<file path="src/hw/rtl/u8d_pkg.sv">
// ----------------------------------------------------------------------------
// u8d_pkg
// Types and constants shared by the UTF-8 byte stream decoder.
// ----------------------------------------------------------------------------
package u8d_pkg;

  localparam int unsigned ByteW = 8;
  localparam int unsigned CpW   = 21;

  typedef enum logic [1:0] {
    ST_CODE    = 2'd0,
    ST_INVALID = 2'd1,
    ST_END     = 2'd2
  } status_e;

  typedef struct packed {
    logic [ByteW-1:0] data_byte;
    logic             end_of_input;
  } byte_item_t;

  typedef struct packed {
    logic [CpW-1:0] code_point;
    status_e        status;
  } cp_item_t;

  // Decode outcome of one byte beat: a result or none.
  typedef struct packed {
    logic     has_result;
    cp_item_t item;
  } dec_res_t;

endpackage

</file>
<file path="src/hw/rtl/u8d_byte_if.sv">
// ----------------------------------------------------------------------------
// u8d_byte_if
// Byte input channel: valid/ready plus one raw byte or an end marker.
// ----------------------------------------------------------------------------
interface u8d_byte_if;
  logic       valid;
  logic       ready;
  logic [7:0] data_byte;
  logic       end_of_input;

  modport source (output valid, output data_byte, output end_of_input, input ready);
  modport sink   (input valid, input data_byte, input end_of_input, output ready);
endinterface

</file>
<file path="src/hw/rtl/u8d_cp_if.sv">
// ----------------------------------------------------------------------------
// u8d_cp_if
// Result channel: valid/ready plus code point and status.
// ----------------------------------------------------------------------------
interface u8d_cp_if;
  logic        valid;
  logic        ready;
  logic [20:0] code_point;
  logic [1:0]  status;

  modport source (output valid, output code_point, output status, input ready);
  modport sink   (input valid, input code_point, input status, output ready);
endinterface

</file>
<file path="src/hw/rtl/u8d_in_stage.sv">
// ----------------------------------------------------------------------------
// u8d_in_stage
// Input register: captures one byte beat, frees when the core takes it.
// ----------------------------------------------------------------------------
module u8d_in_stage (
  input  logic                clk_i,
  input  logic                rst_ni,
  input  logic                in_valid_i,
  input  u8d_pkg::byte_item_t in_item_i,
  output logic                in_ready_o,
  input  logic                take_i,
  output logic                valid_o,
  output u8d_pkg::byte_item_t item_o
);
  import u8d_pkg::*;

  logic       valid_q;
  logic       valid_d;
  byte_item_t item_q;
  logic       load;

  assign in_ready_o = !valid_q || take_i;
  assign load       = in_valid_i && in_ready_o;
  assign valid_d    = load ? 1'b1 : (take_i ? 1'b0 : valid_q);

  always_ff @(posedge clk_i or negedge rst_ni) begin
    if (!rst_ni) begin
      valid_q <= 1'b0;
    end else begin
      valid_q <= valid_d;
    end
  end

  always_ff @(posedge clk_i) begin
    if (load) begin
      item_q <= in_item_i;
    end
  end

  assign valid_o = valid_q;
  assign item_o  = item_q;
endmodule

</file>
<file path="src/hw/rtl/u8d_core.sv">
// ----------------------------------------------------------------------------
// u8d_core
// Decode state (open sequence, partial value, end flag) and per-byte update.
// ----------------------------------------------------------------------------
module u8d_core (
  input  logic                clk_i,
  input  logic                rst_ni,
  input  u8d_pkg::byte_item_t item_i,
  input  logic                step_i,
  output u8d_pkg::dec_res_t   res_o
);
  import u8d_pkg::*;

  logic [1:0]       rem_q, rem_d;
  logic [CpW-1:0]   part_q, part_d;
  logic             ended_q, ended_d;
  logic [ByteW-1:0] b;
  logic [CpW-1:0]   part_n;
  dec_res_t         res;

  assign b      = item_i.data_byte;
  assign part_n = {part_q[CpW-7:0], b[5:0]};

  always_comb begin
    res.has_result      = 1'b0;
    res.item.code_point = '0;
    res.item.status     = ST_CODE;
    rem_d               = rem_q;
    part_d              = part_q;
    ended_d             = ended_q;
    priority if (ended_q) begin
      res.has_result  = 1'b1;
      res.item.status = ST_END;
    end else if (item_i.end_of_input) begin
      ended_d         = 1'b1;
      res.has_result  = 1'b1;
      rem_d           = 2'd0;
      part_d          = '0;
      res.item.status = (rem_q != 2'd0) ? ST_INVALID : ST_END;
    end else if (rem_q == 2'd0) begin
      priority if (!b[7]) begin
        res.has_result      = 1'b1;
        res.item.code_point = {{(CpW-ByteW){1'b0}}, b};
      end else if (b[7:5] == 3'b110) begin
        rem_d  = 2'd1;
        part_d = {{(CpW-5){1'b0}}, b[4:0]};
      end else if (b[7:4] == 4'b1110) begin
        rem_d  = 2'd2;
        part_d = {{(CpW-4){1'b0}}, b[3:0]};
      end else if (b[7:3] == 5'b11110) begin
        rem_d  = 2'd3;
        part_d = {{(CpW-3){1'b0}}, b[2:0]};
      end else begin
        res.has_result  = 1'b1;
        res.item.status = ST_INVALID;
      end
    end else if (b[7:6] != 2'b10) begin
      // bad continuation: byte consumed, sequence dropped
      res.has_result  = 1'b1;
      res.item.status = ST_INVALID;
      rem_d           = 2'd0;
      part_d          = '0;
    end else begin
      rem_d = rem_q - 2'd1;
      if (rem_q == 2'd1) begin
        res.has_result      = 1'b1;
        res.item.code_point = part_n;
        part_d              = '0;
      end else begin
        part_d = part_n;
      end
    end
  end

  always_ff @(posedge clk_i or negedge rst_ni) begin
    if (!rst_ni) begin
      rem_q   <= 2'd0;
      part_q  <= '0;
      ended_q <= 1'b0;
    end else if (step_i) begin
      rem_q   <= rem_d;
      part_q  <= part_d;
      ended_q <= ended_d;
    end
  end

  assign res_o = res;
endmodule

</file>
<file path="src/hw/rtl/u8d_out_stage.sv">
// ----------------------------------------------------------------------------
// u8d_out_stage
// Result register: holds one result until the receiver takes it.
// ----------------------------------------------------------------------------
module u8d_out_stage (
  input  logic              clk_i,
  input  logic              rst_ni,
  input  logic              load_i,
  input  u8d_pkg::cp_item_t item_i,
  input  logic              out_ready_i,
  output logic              out_valid_o,
  output u8d_pkg::cp_item_t item_o,
  output logic              free_o
);
  import u8d_pkg::*;

  logic     valid_q;
  logic     valid_d;
  cp_item_t item_q;

  assign free_o  = !valid_q || out_ready_i;
  assign valid_d = load_i ? 1'b1 : (out_ready_i ? 1'b0 : valid_q);

  always_ff @(posedge clk_i or negedge rst_ni) begin
    if (!rst_ni) begin
      valid_q <= 1'b0;
    end else begin
      valid_q <= valid_d;
    end
  end

  always_ff @(posedge clk_i) begin
    if (load_i) begin
      item_q <= item_i;
    end
  end

  assign out_valid_o = valid_q;
  assign item_o      = item_q;
endmodule

</file>
<file path="src/hw/rtl/utf8_byte_stream_decoder.sv">
// ----------------------------------------------------------------------------
// utf8_byte_stream_decoder
// Lenient UTF-8 decoder: one byte (or end marker) per beat in, at most one
// code point / status beat out.
// ----------------------------------------------------------------------------
// Channels: byte_i carries data_byte and end_of_input; cp_o carries a 21-bit
//   code_point and a 2-bit status (code point, invalid sequence, end of input).
// Every byte beat is registered on entry; the decode update runs between
//   that register and the result register.
// A byte that completes a result passes the input register and then the
//   result register to reach cp_o. Lead and middle sequence bytes give no beat.
// Throughput: one byte per cycle while results are taken, set by the state
//   update (bytes remaining, partial value, end flag).
// Stall: a waiting result sits in the output register; the input register
//   still moves bytes that give no result. When a staged byte gives a result
//   and cp_o is stalled, byte_i.ready drops until the result is taken.
// Reset (async, active low): both registers empty, no open sequence, end
//   flag clear. End of input is sticky until the next reset.
// ----------------------------------------------------------------------------
module utf8_byte_stream_decoder (
  input  logic          clk_i,
  input  logic          rst_ni,
  u8d_byte_if.sink      byte_i,
  u8d_cp_if.source      cp_o
);
  import u8d_pkg::*;

  byte_item_t in_item;
  byte_item_t stg_item;
  logic       stg_valid;
  dec_res_t   res;
  cp_item_t   out_item;
  logic       out_free;
  logic       step;

  assign in_item.data_byte    = byte_i.data_byte;
  assign in_item.end_of_input = byte_i.end_of_input;

  // a beat leaves the input register when its result has a free slot,
  // or right away when it gives no result
  assign step = stg_valid && (!res.has_result || out_free);

  u8d_in_stage u_in (
    .clk_i      (clk_i),
    .rst_ni     (rst_ni),
    .in_valid_i (byte_i.valid),
    .in_item_i  (in_item),
    .in_ready_o (byte_i.ready),
    .take_i     (step),
    .valid_o    (stg_valid),
    .item_o     (stg_item)
  );

  u8d_core u_core (
    .clk_i  (clk_i),
    .rst_ni (rst_ni),
    .item_i (stg_item),
    .step_i (step),
    .res_o  (res)
  );

  u8d_out_stage u_out (
    .clk_i       (clk_i),
    .rst_ni      (rst_ni),
    .load_i      (step && res.has_result),
    .item_i      (res.item),
    .out_ready_i (cp_o.ready),
    .out_valid_o (cp_o.valid),
    .item_o      (out_item),
    .free_o      (out_free)
  );

  assign cp_o.code_point = out_item.code_point;
  assign cp_o.status     = out_item.status;
endmodule

</file>
<file path="src/flat_wrapper.sv">
// flat-port wrapper written by rule: the top's interface ports become plain ports
module utf8_byte_stream_decoder_flat import u8d_pkg::*;
  (clk_i, rst_ni, byte_i_valid, byte_i_data_byte, byte_i_end_of_input, byte_i_ready, cp_o_valid, cp_o_code_point, cp_o_status, cp_o_ready);
  u8d_byte_if byte_i_i ();
  u8d_cp_if cp_o_i ();
  input  logic clk_i;
  input  logic rst_ni;
  input wire logic [$bits(byte_i_i.valid)-1:0] byte_i_valid;
  input wire logic [$bits(byte_i_i.data_byte)-1:0] byte_i_data_byte;
  input wire logic [$bits(byte_i_i.end_of_input)-1:0] byte_i_end_of_input;
  output wire logic [$bits(byte_i_i.ready)-1:0] byte_i_ready;
  output wire logic [$bits(cp_o_i.valid)-1:0] cp_o_valid;
  output wire logic [$bits(cp_o_i.code_point)-1:0] cp_o_code_point;
  output wire logic [$bits(cp_o_i.status)-1:0] cp_o_status;
  input wire logic [$bits(cp_o_i.ready)-1:0] cp_o_ready;
  assign byte_i_i.valid = byte_i_valid;
  assign byte_i_i.data_byte = byte_i_data_byte;
  assign byte_i_i.end_of_input = byte_i_end_of_input;
  assign byte_i_ready = byte_i_i.ready;
  assign cp_o_valid = cp_o_i.valid;
  assign cp_o_code_point = cp_o_i.code_point;
  assign cp_o_status = cp_o_i.status;
  assign cp_o_i.ready = cp_o_ready;
  utf8_byte_stream_decoder u_core (.clk_i(clk_i), .rst_ni(rst_ni), .byte_i(byte_i_i), .cp_o(cp_o_i));
endmodule
</file>
<file path="config.mk">
export PLATFORM = sky130hd
export DESIGN_NAME = utf8_byte_stream_decoder_flat
export DESIGN_NICKNAME = d
export VERILOG_FILES = /design/src/hw/rtl/u8d_pkg.sv /design/src/hw/rtl/u8d_byte_if.sv /design/src/hw/rtl/u8d_cp_if.sv /design/src/hw/rtl/u8d_in_stage.sv /design/src/hw/rtl/u8d_core.sv /design/src/hw/rtl/u8d_out_stage.sv /design/src/hw/rtl/utf8_byte_stream_decoder.sv /design/src/flat_wrapper.sv
export SDC_FILE = /design/constraint.sdc
export NUM_CORES = 1
export LEC_CHECK = 0
export BUFFER_PORTS_ARGS = -buffer_cell sky130_fd_sc_hd__buf_2
export CAP_MARGIN = 5
export CORE_UTILIZATION = 35
export CTS_BUF_LIST = sky130_fd_sc_hd__clkbuf_8
export CTS_CLUSTER_DIAMETER = 60
export DETAILED_ROUTE_END_ITERATION = 8
export PLACE_DENSITY = 0.54
export SYNTH_ARGS = -nofsm -noshare
export SYNTH_HDL_FRONTEND = slang
export SYNTH_SLANG_ARGS = --single-unit
</file>
<file path="constraint.sdc">
create_clock -name clk_i -period 2.5 [get_ports clk_i]
set_input_delay 0.625 -clock clk_i [delete_from_list [all_inputs] [get_ports clk_i]]
set_output_delay 0.625 -clock clk_i [all_outputs]
set_load 0.03 [all_outputs]
</file>
* After elaboration in Yosys (flattened, before gate mapping)
Cells that the tools add are included.
** Storage, ports and cells
- Flip-flop bits (word level) :: 52
- Input port bits :: 13
- Word-level logic and storage cells :: 72
** Cells by class
- Bitwise gates (word level) :: 1
- Muxes and demuxes :: 39
- Equal/unequal tests :: 7
- Add/subtract/negate cells :: 1
- Reductions and logical operators :: 15
** Operators by type and width (count)
- $mux W15 :: 8
- $mux W24 :: 1
- $mux W22 :: 1
- $mux W21 :: 1
- $mux W1 :: 18
- $mux W2 :: 9
- $mux W7 :: 1
- $reduce_bool A2 Y1 :: 3
- $eq A5 B5 Y1 const B :: 1
- $ne A5 B1 Y1 const B :: 1
- $eq A4 B4 Y1 const B :: 1
- $reduce_and A4 Y1 :: 1
- $eq A3 B3 Y1 const B :: 1
- $logic_and A1 B1 Y1 :: 3
- $logic_not A1 Y1 :: 3
- $logic_or A1 B1 Y1 :: 3
- $ne A3 B1 Y1 const B :: 1
- $eq A2 B1 Y1 const B :: 1
- $logic_not A2 Y1 :: 1
- $ne A2 B2 Y1 const B :: 1
- $reduce_or A2 Y1 :: 1
- $sub A2 B1 Y2 const B :: 1
- $not A1 Y1 :: 1

* Longest topological paths before layout
- Depth in word-level cells :: 14
- Depth in mapped cells :: 7
- Mapped depth without buffers :: 6

* Hierarchy
A second synthesis with hierarchy kept.
** Second synthesis, totals
- Cell total of the unflattened synthesis :: 167
- Area, all modules :: 2308.5 um^2
** By module, submodules not included
- u8d_core :: cells an instance 125, instances 1, area each 1227.4 um^2, seq. area each 450.4 um^2
- u8d_out_stage :: cells an instance 26, instances 1, area each 738.2 um^2, seq. area each 715.7 um^2
- u8d_in_stage :: cells an instance 13, instances 1, area each 324.1 um^2, seq. area each 295.3 um^2
- utf8_byte_stream_decoder :: cells an instance 3, instances 1, area each 18.8 um^2, seq. area each 0.0 um^2

* Worst setup path after synthesis
No wires, ideal clock.
- Kind :: reg-to-reg
- Start point :: register u_core.u_core.rem_q[0]
- End point :: register u_core.u_out.item_q, in the netlist u_core.u_out.item_o[0] (enable)
- Data arrival time :: 2127 ps
- Setup slack :: -32 ps
- Path buffers :: 0
- Stages on the path, launching flop included :: 6
- Required time :: 2095 ps
- Cell sequence :: dfrtp_1 inv_1 ha_1 o21bai_1 a31o_2 nor2b_1
** Between the ends
- Cells in the longest elaborated chain, start to end :: 10
** Ends and longest elaborated chain
- start, declared :: RTL line u8d_core.sv:14 : logic [1:0] rem_q, rem_d;
- start signal, assigned :: RTL line u8d_core.sv:81 : rem_q <= rem_d;
- $eq A2 B1 Y1 :: RTL line u8d_core.sv:65 : if (rem_q == 2'd1) begin
- $mux W22 :: RTL line u8d_core.sv:65
- $mux W1 :: RTL line u8d_core.sv:57 : end else if (b[7:6] != 2'b10) begin
- $mux W24 (*) :: RTL line u8d_core.sv:40 : end else if (rem_q == 2'd0) begin
- $mux W1 (*) :: RTL line u8d_core.sv:34 : end else if (item_i.end_of_input) begin
- $mux W1 (*) :: RTL line u8d_core.sv:31 : priority if (ended_q) begin
- $logic_not A1 Y1 :: RTL line utf8_byte_stream_decoder.sv:41 : assign step = stg_valid && (!res.has_result || out_free);
- $logic_or A1 B1 Y1 :: RTL line utf8_byte_stream_decoder.sv:41
- $logic_and A1 B1 Y1 :: RTL line utf8_byte_stream_decoder.sv:41
- $logic_and A1 B1 Y1 (*) :: RTL line utf8_byte_stream_decoder.sv:65 : .load_i (step && res.has_result),
- named net u_core.u_out.load_i :: RTL line u8d_out_stage.sv:8 : input logic load_i,
- end signal, assigned :: RTL line u8d_out_stage.sv:34 : item_q <= item_i;
- end, declared :: RTL line u8d_out_stage.sv:19 : cp_item_t item_q;
The timed path passes the listed nets; every way through them passes the cells marked *.
A chain may end at the register's enable or synchronous reset.

* Final worst setup path
- Start point :: register u_core.u_core.rem_q[0]
- End point :: output port byte_i_ready
** Between the ends
- Cells in the longest elaborated chain, start to end :: 10
** Ends and longest elaborated chain
- $eq A2 B1 Y1 :: RTL line u8d_core.sv:65
- $mux W22 :: RTL line u8d_core.sv:65
- $mux W1 :: RTL line u8d_core.sv:57
- $mux W24 (*) :: RTL line u8d_core.sv:40
- $mux W1 (*) :: RTL line u8d_core.sv:34
- $mux W1 (*) :: RTL line u8d_core.sv:31
- $logic_not A1 Y1 (*) :: RTL line utf8_byte_stream_decoder.sv:41
- $logic_or A1 B1 Y1 (*) :: RTL line utf8_byte_stream_decoder.sv:41
- $logic_and A1 B1 Y1 (*) :: RTL line utf8_byte_stream_decoder.sv:41
- $logic_or A1 B1 Y1 (*) :: RTL line u8d_in_stage.sv:22 : assign in_ready_o = !valid_q || take_i;
- end, declared :: RTL line flat_wrapper.sv:11 : output wire logic [$bits(byte_i_i.ready)-1:0] byte_i_ready;
Every way passes the cells marked *; elsewhere a longest branch is shown, timed or not.

==> impl_metrics.env <==
export IMPL_outcome="finished clean"
export IMPL_clkLatencyLatePin_ps=300
export IMPL_postSynthCellCount=166
export IMPL_critical_path_class="reg2out"
export IMPL_die_y_um=81.6
export IMPL_clockRootBuffer="clkbuf_8"
export IMPL_required_ps=1880
export IMPL_ys_seq_elements=52
export IMPL_slowest_delay_ps=350
export IMPL_wire_per_inst_um=12.6
export IMPL_use_met2_pct=20.3
export IMPL_grt_util_met3_pct=2.44
export IMPL_postRouteAntennaNets=0
export IMPL_synth_yosys_seq_area_share_pct=66.0
export IMPL_path_buf_inv=2
export IMPL_dp_cells=278
export IMPL_globalplace_congestion=0.830
export IMPL_end_kind="output port"
export IMPL_cp_top_family="compound AO/OA/AOI/OAI gates"
export IMPL_cts_sinks=52
export IMPL_drt_drc_violations_left=0
export IMPL_leakagePower_nw=1.14
export IMPL_finalSetupViolations=0
export IMPL_syn2layout_area_growth_pct=19.3
export IMPL_top_usage_layer="met2"
export IMPL_pin_count=38
export IMPL_hold_viol=0
export IMPL_min_period_ps=2410
export IMPL_holdCritPathClass="in2async"
export IMPL_grt_overflow=0
export IMPL_die_area_um2=6650
export IMPL_track_usage_pct=12.4
export IMPL_die_w_um=81.6
export IMPL_period_share_pct=96.5
export IMPL_synthFlopType="edfxtp_1"
export IMPL_crit_slowest_cell="dfrtp_1"
export IMPL_syn_nets=181
export IMPL_core_area_um2=6030
export IMPL_p_per_area_nw_per_um2=816
export IMPL_grt_pass1_vias=1262
export IMPL_fin_nets=227
export IMPL_drv_cap=0
export IMPL_drt_iter0_drc=94
export IMPL_grt_first_pass_wirelength_um=5980
export IMPL_avgSynthCellArea_um2=13.3
export IMPL_worstSetupStartpoint="u_core.u_core.rem_q[0]"
export IMPL_hpwl_um=2610
export IMPL_initial_utilization_pct=36.8
export IMPL_wl_um=3630
export IMPL_rsz0062_at_grt="false"
export IMPL_path_clk_slew_ps=90
export IMPL_hold_buffers=0
export IMPL_synth_area_um2=2220
export IMPL_ir_drop_uv=360
export IMPL_ys_warn_count=0
export IMPL_drtPass1Iterations=4
export IMPL_io_buffers=37
export IMPL_cp_arrival_ps=1790
export IMPL_clk_path_buf_depth=2
export IMPL_grt_max_degree=24
export IMPL_viasPerCell=4.66
export IMPL_fin_cells=288
export IMPL_synth_edf_count=32
export IMPL_cts_tree="yes"
export IMPL_diodes=0
export IMPL_ys_types=36
export IMPL_path_cells="inv_1, ha_2, o21bai_1, a31o_2, or2_2, buf_4"
export IMPL_met1_usage_pct=15.7
export IMPL_dr_total_vias=1342
export IMPL_worstReg2RegStart="u_core.u_core.rem_q[0]"
export IMPL_fp_row_count=28
export IMPL_tightestPinTransition_ps=503
export IMPL_antenna_found_initial=0
export IMPL_maxClockFrequency_ghz=0.415
export IMPL_drive_gt1_share_pct=31.5
export IMPL_cp_max_fo=3
export IMPL_cts_max_level=2
export IMPL_fin_skew_ps=5.90
export IMPL_slew_viol_final=0
export IMPL_async_flop_share_pct=38.5
export IMPL_cts_buffers=5
export IMPL_slew_headroom_pct=66.4
export IMPL_final_setup_tns_ps=0
export IMPL_crit_path_start_kind="flop"
power breakdown:
group          internal, W  leakage (nW)  switching (W)
clock             0.000293        0.0593       0.000259
sequential         0.00103         0.571      0.0000595
combinational     0.000208         0.511       0.000303
flip-flops by register name, indices dropped and copies added (netlist names):
register and flops:
u_core.u_in.item_o 9, u_core.u_core.rem_q 2, u_core.u_in.valid_o 1, u_core.u_core.part_q 15, u_core.u_out.out_valid_o 1, u_core.u_out.item_o 23, u_core.u_core.ended_q 1
Yosys cell counts (2+ instances only):
cell type | count | area (um^2)
and2_1 | 11 | 68.8
or2_2 | 2 | 12.5
ha_1 | 2 | 25.0
and3_1 | 4 | 25.0
o21bai_1 | 2 | 15.0
inv_1 | 16 | 60.1
a21oi_1 | 2 | 10.0
edfxtp_1 | 32 | 961
nand2_1 | 14 | 52.6
buf_2 | 2 | 10.0
nor2b_1 | 2 | 12.5
a32o_1 | 3 | 30.0
mux2_2 | 3 | 33.8
mux2i_1 | 11 | 110
o21ai_0 | 5 | 25.0
a31o_2 | 2 | 17.5
nor2_1 | 6 | 22.5
dfrtp_1 | 20 | 500
nor3_1 | 10 | 50.1
layout make-up:
class | count | area, um^2
repair buffers | 44 | 240
clock buffers | 5 | 68.8
well taps | 75 | 93.8
multi-input cells | 93 | 679
inverters | 16 | 60.1
clock inverters | 3 | 38.8
flip-flops and latches | 52 | 1460
fillers | 587 | 3380
cells in the final DEF (no fill, tap or decap):
cell and instances:
nand2_1 14, o21bai_1 2, o21ai_0 5, ha_2 1, nor3_1 10, a21o_1 1, a32o_1 3, and3_1 4
mux2_2 3, buf_2 36, or2_2 2, a31o_2 2, buf_4 8, edfxtp_1 32, o21ai_2 1, ha_4 1
or2b_1 1, mux2i_1 11, clkinv_2 1, dfrtp_1 20, nor2_1 6, a21oi_1 2, inv_1 17, nor4_2 1
a21oi_2 1, clkbuf_8 5, o31ai_4 1, o221ai_4 1, or3b_1 1, a211o_1 1, nor2b_2 1, and2_1 11
o22a_1 1, nand2b_2 1, nand2b_1 1, o32a_1 1, nor2b_1 1, bufinv_16 1, o21a_1 1
what timing repair did:
item / 4_1_cts / 5_1_grt
resized for setup: 1 / 3
hold endpoints to repair: 0 / 0
pin swaps: 1 / 0
setup buffers: 1 / 1
endpoints found under the setup margin: 1 / 1
through the flow:
stage	power, W	util (%)	area (um^2)	setup slack [ps]	hold WS (ps)
global route	0.00228	43.9	2640	10.8	304
finish	0.00216	43.9	2640	88.0	275
CTS	0.00215	43.5	2620	28.7	280
floorplan	0.00147	-	2220	398	329
detailed placement	0.00159	41.5	2500	315	495
global placement	0.00159	41.5	2500	337	487
final timing paths:
check	slack, ps	cells after the start	end
max	90	6	byte_i_ready
min	270	1	u_core.u_out.out_valid_o
max reg2reg	420	8	u_core.u_core.part_q[12]
min reg2reg	510	1	u_core.u_core.rem_q[1]
max in group asynchronous	1900	1	u_core.u_core.part_q[1]
min in group clk_i	490	1	u_core.u_in.item_o[7]
cells by family (layout without fill, tap and decap cells):
kind of cell,after synthesis,after routing,share of synthesized area [%]
mux,14,14,6.49
compound gates,23,23,9.26
buf+inv,21,68,4.18
simple gates,54,54,13.0
fa+ha+maj,2,2,1.13
flops,52,52,66.0
layer usage:
layer | share of wire, % | up-vias
met3 | 3.7 | 7
met1 | 48 | 631
met4 | 1.9 | 0
met5 | 0 | -
li1 | - | 673
met2 | 46 | 31
(Power assumes the default switching activity.)
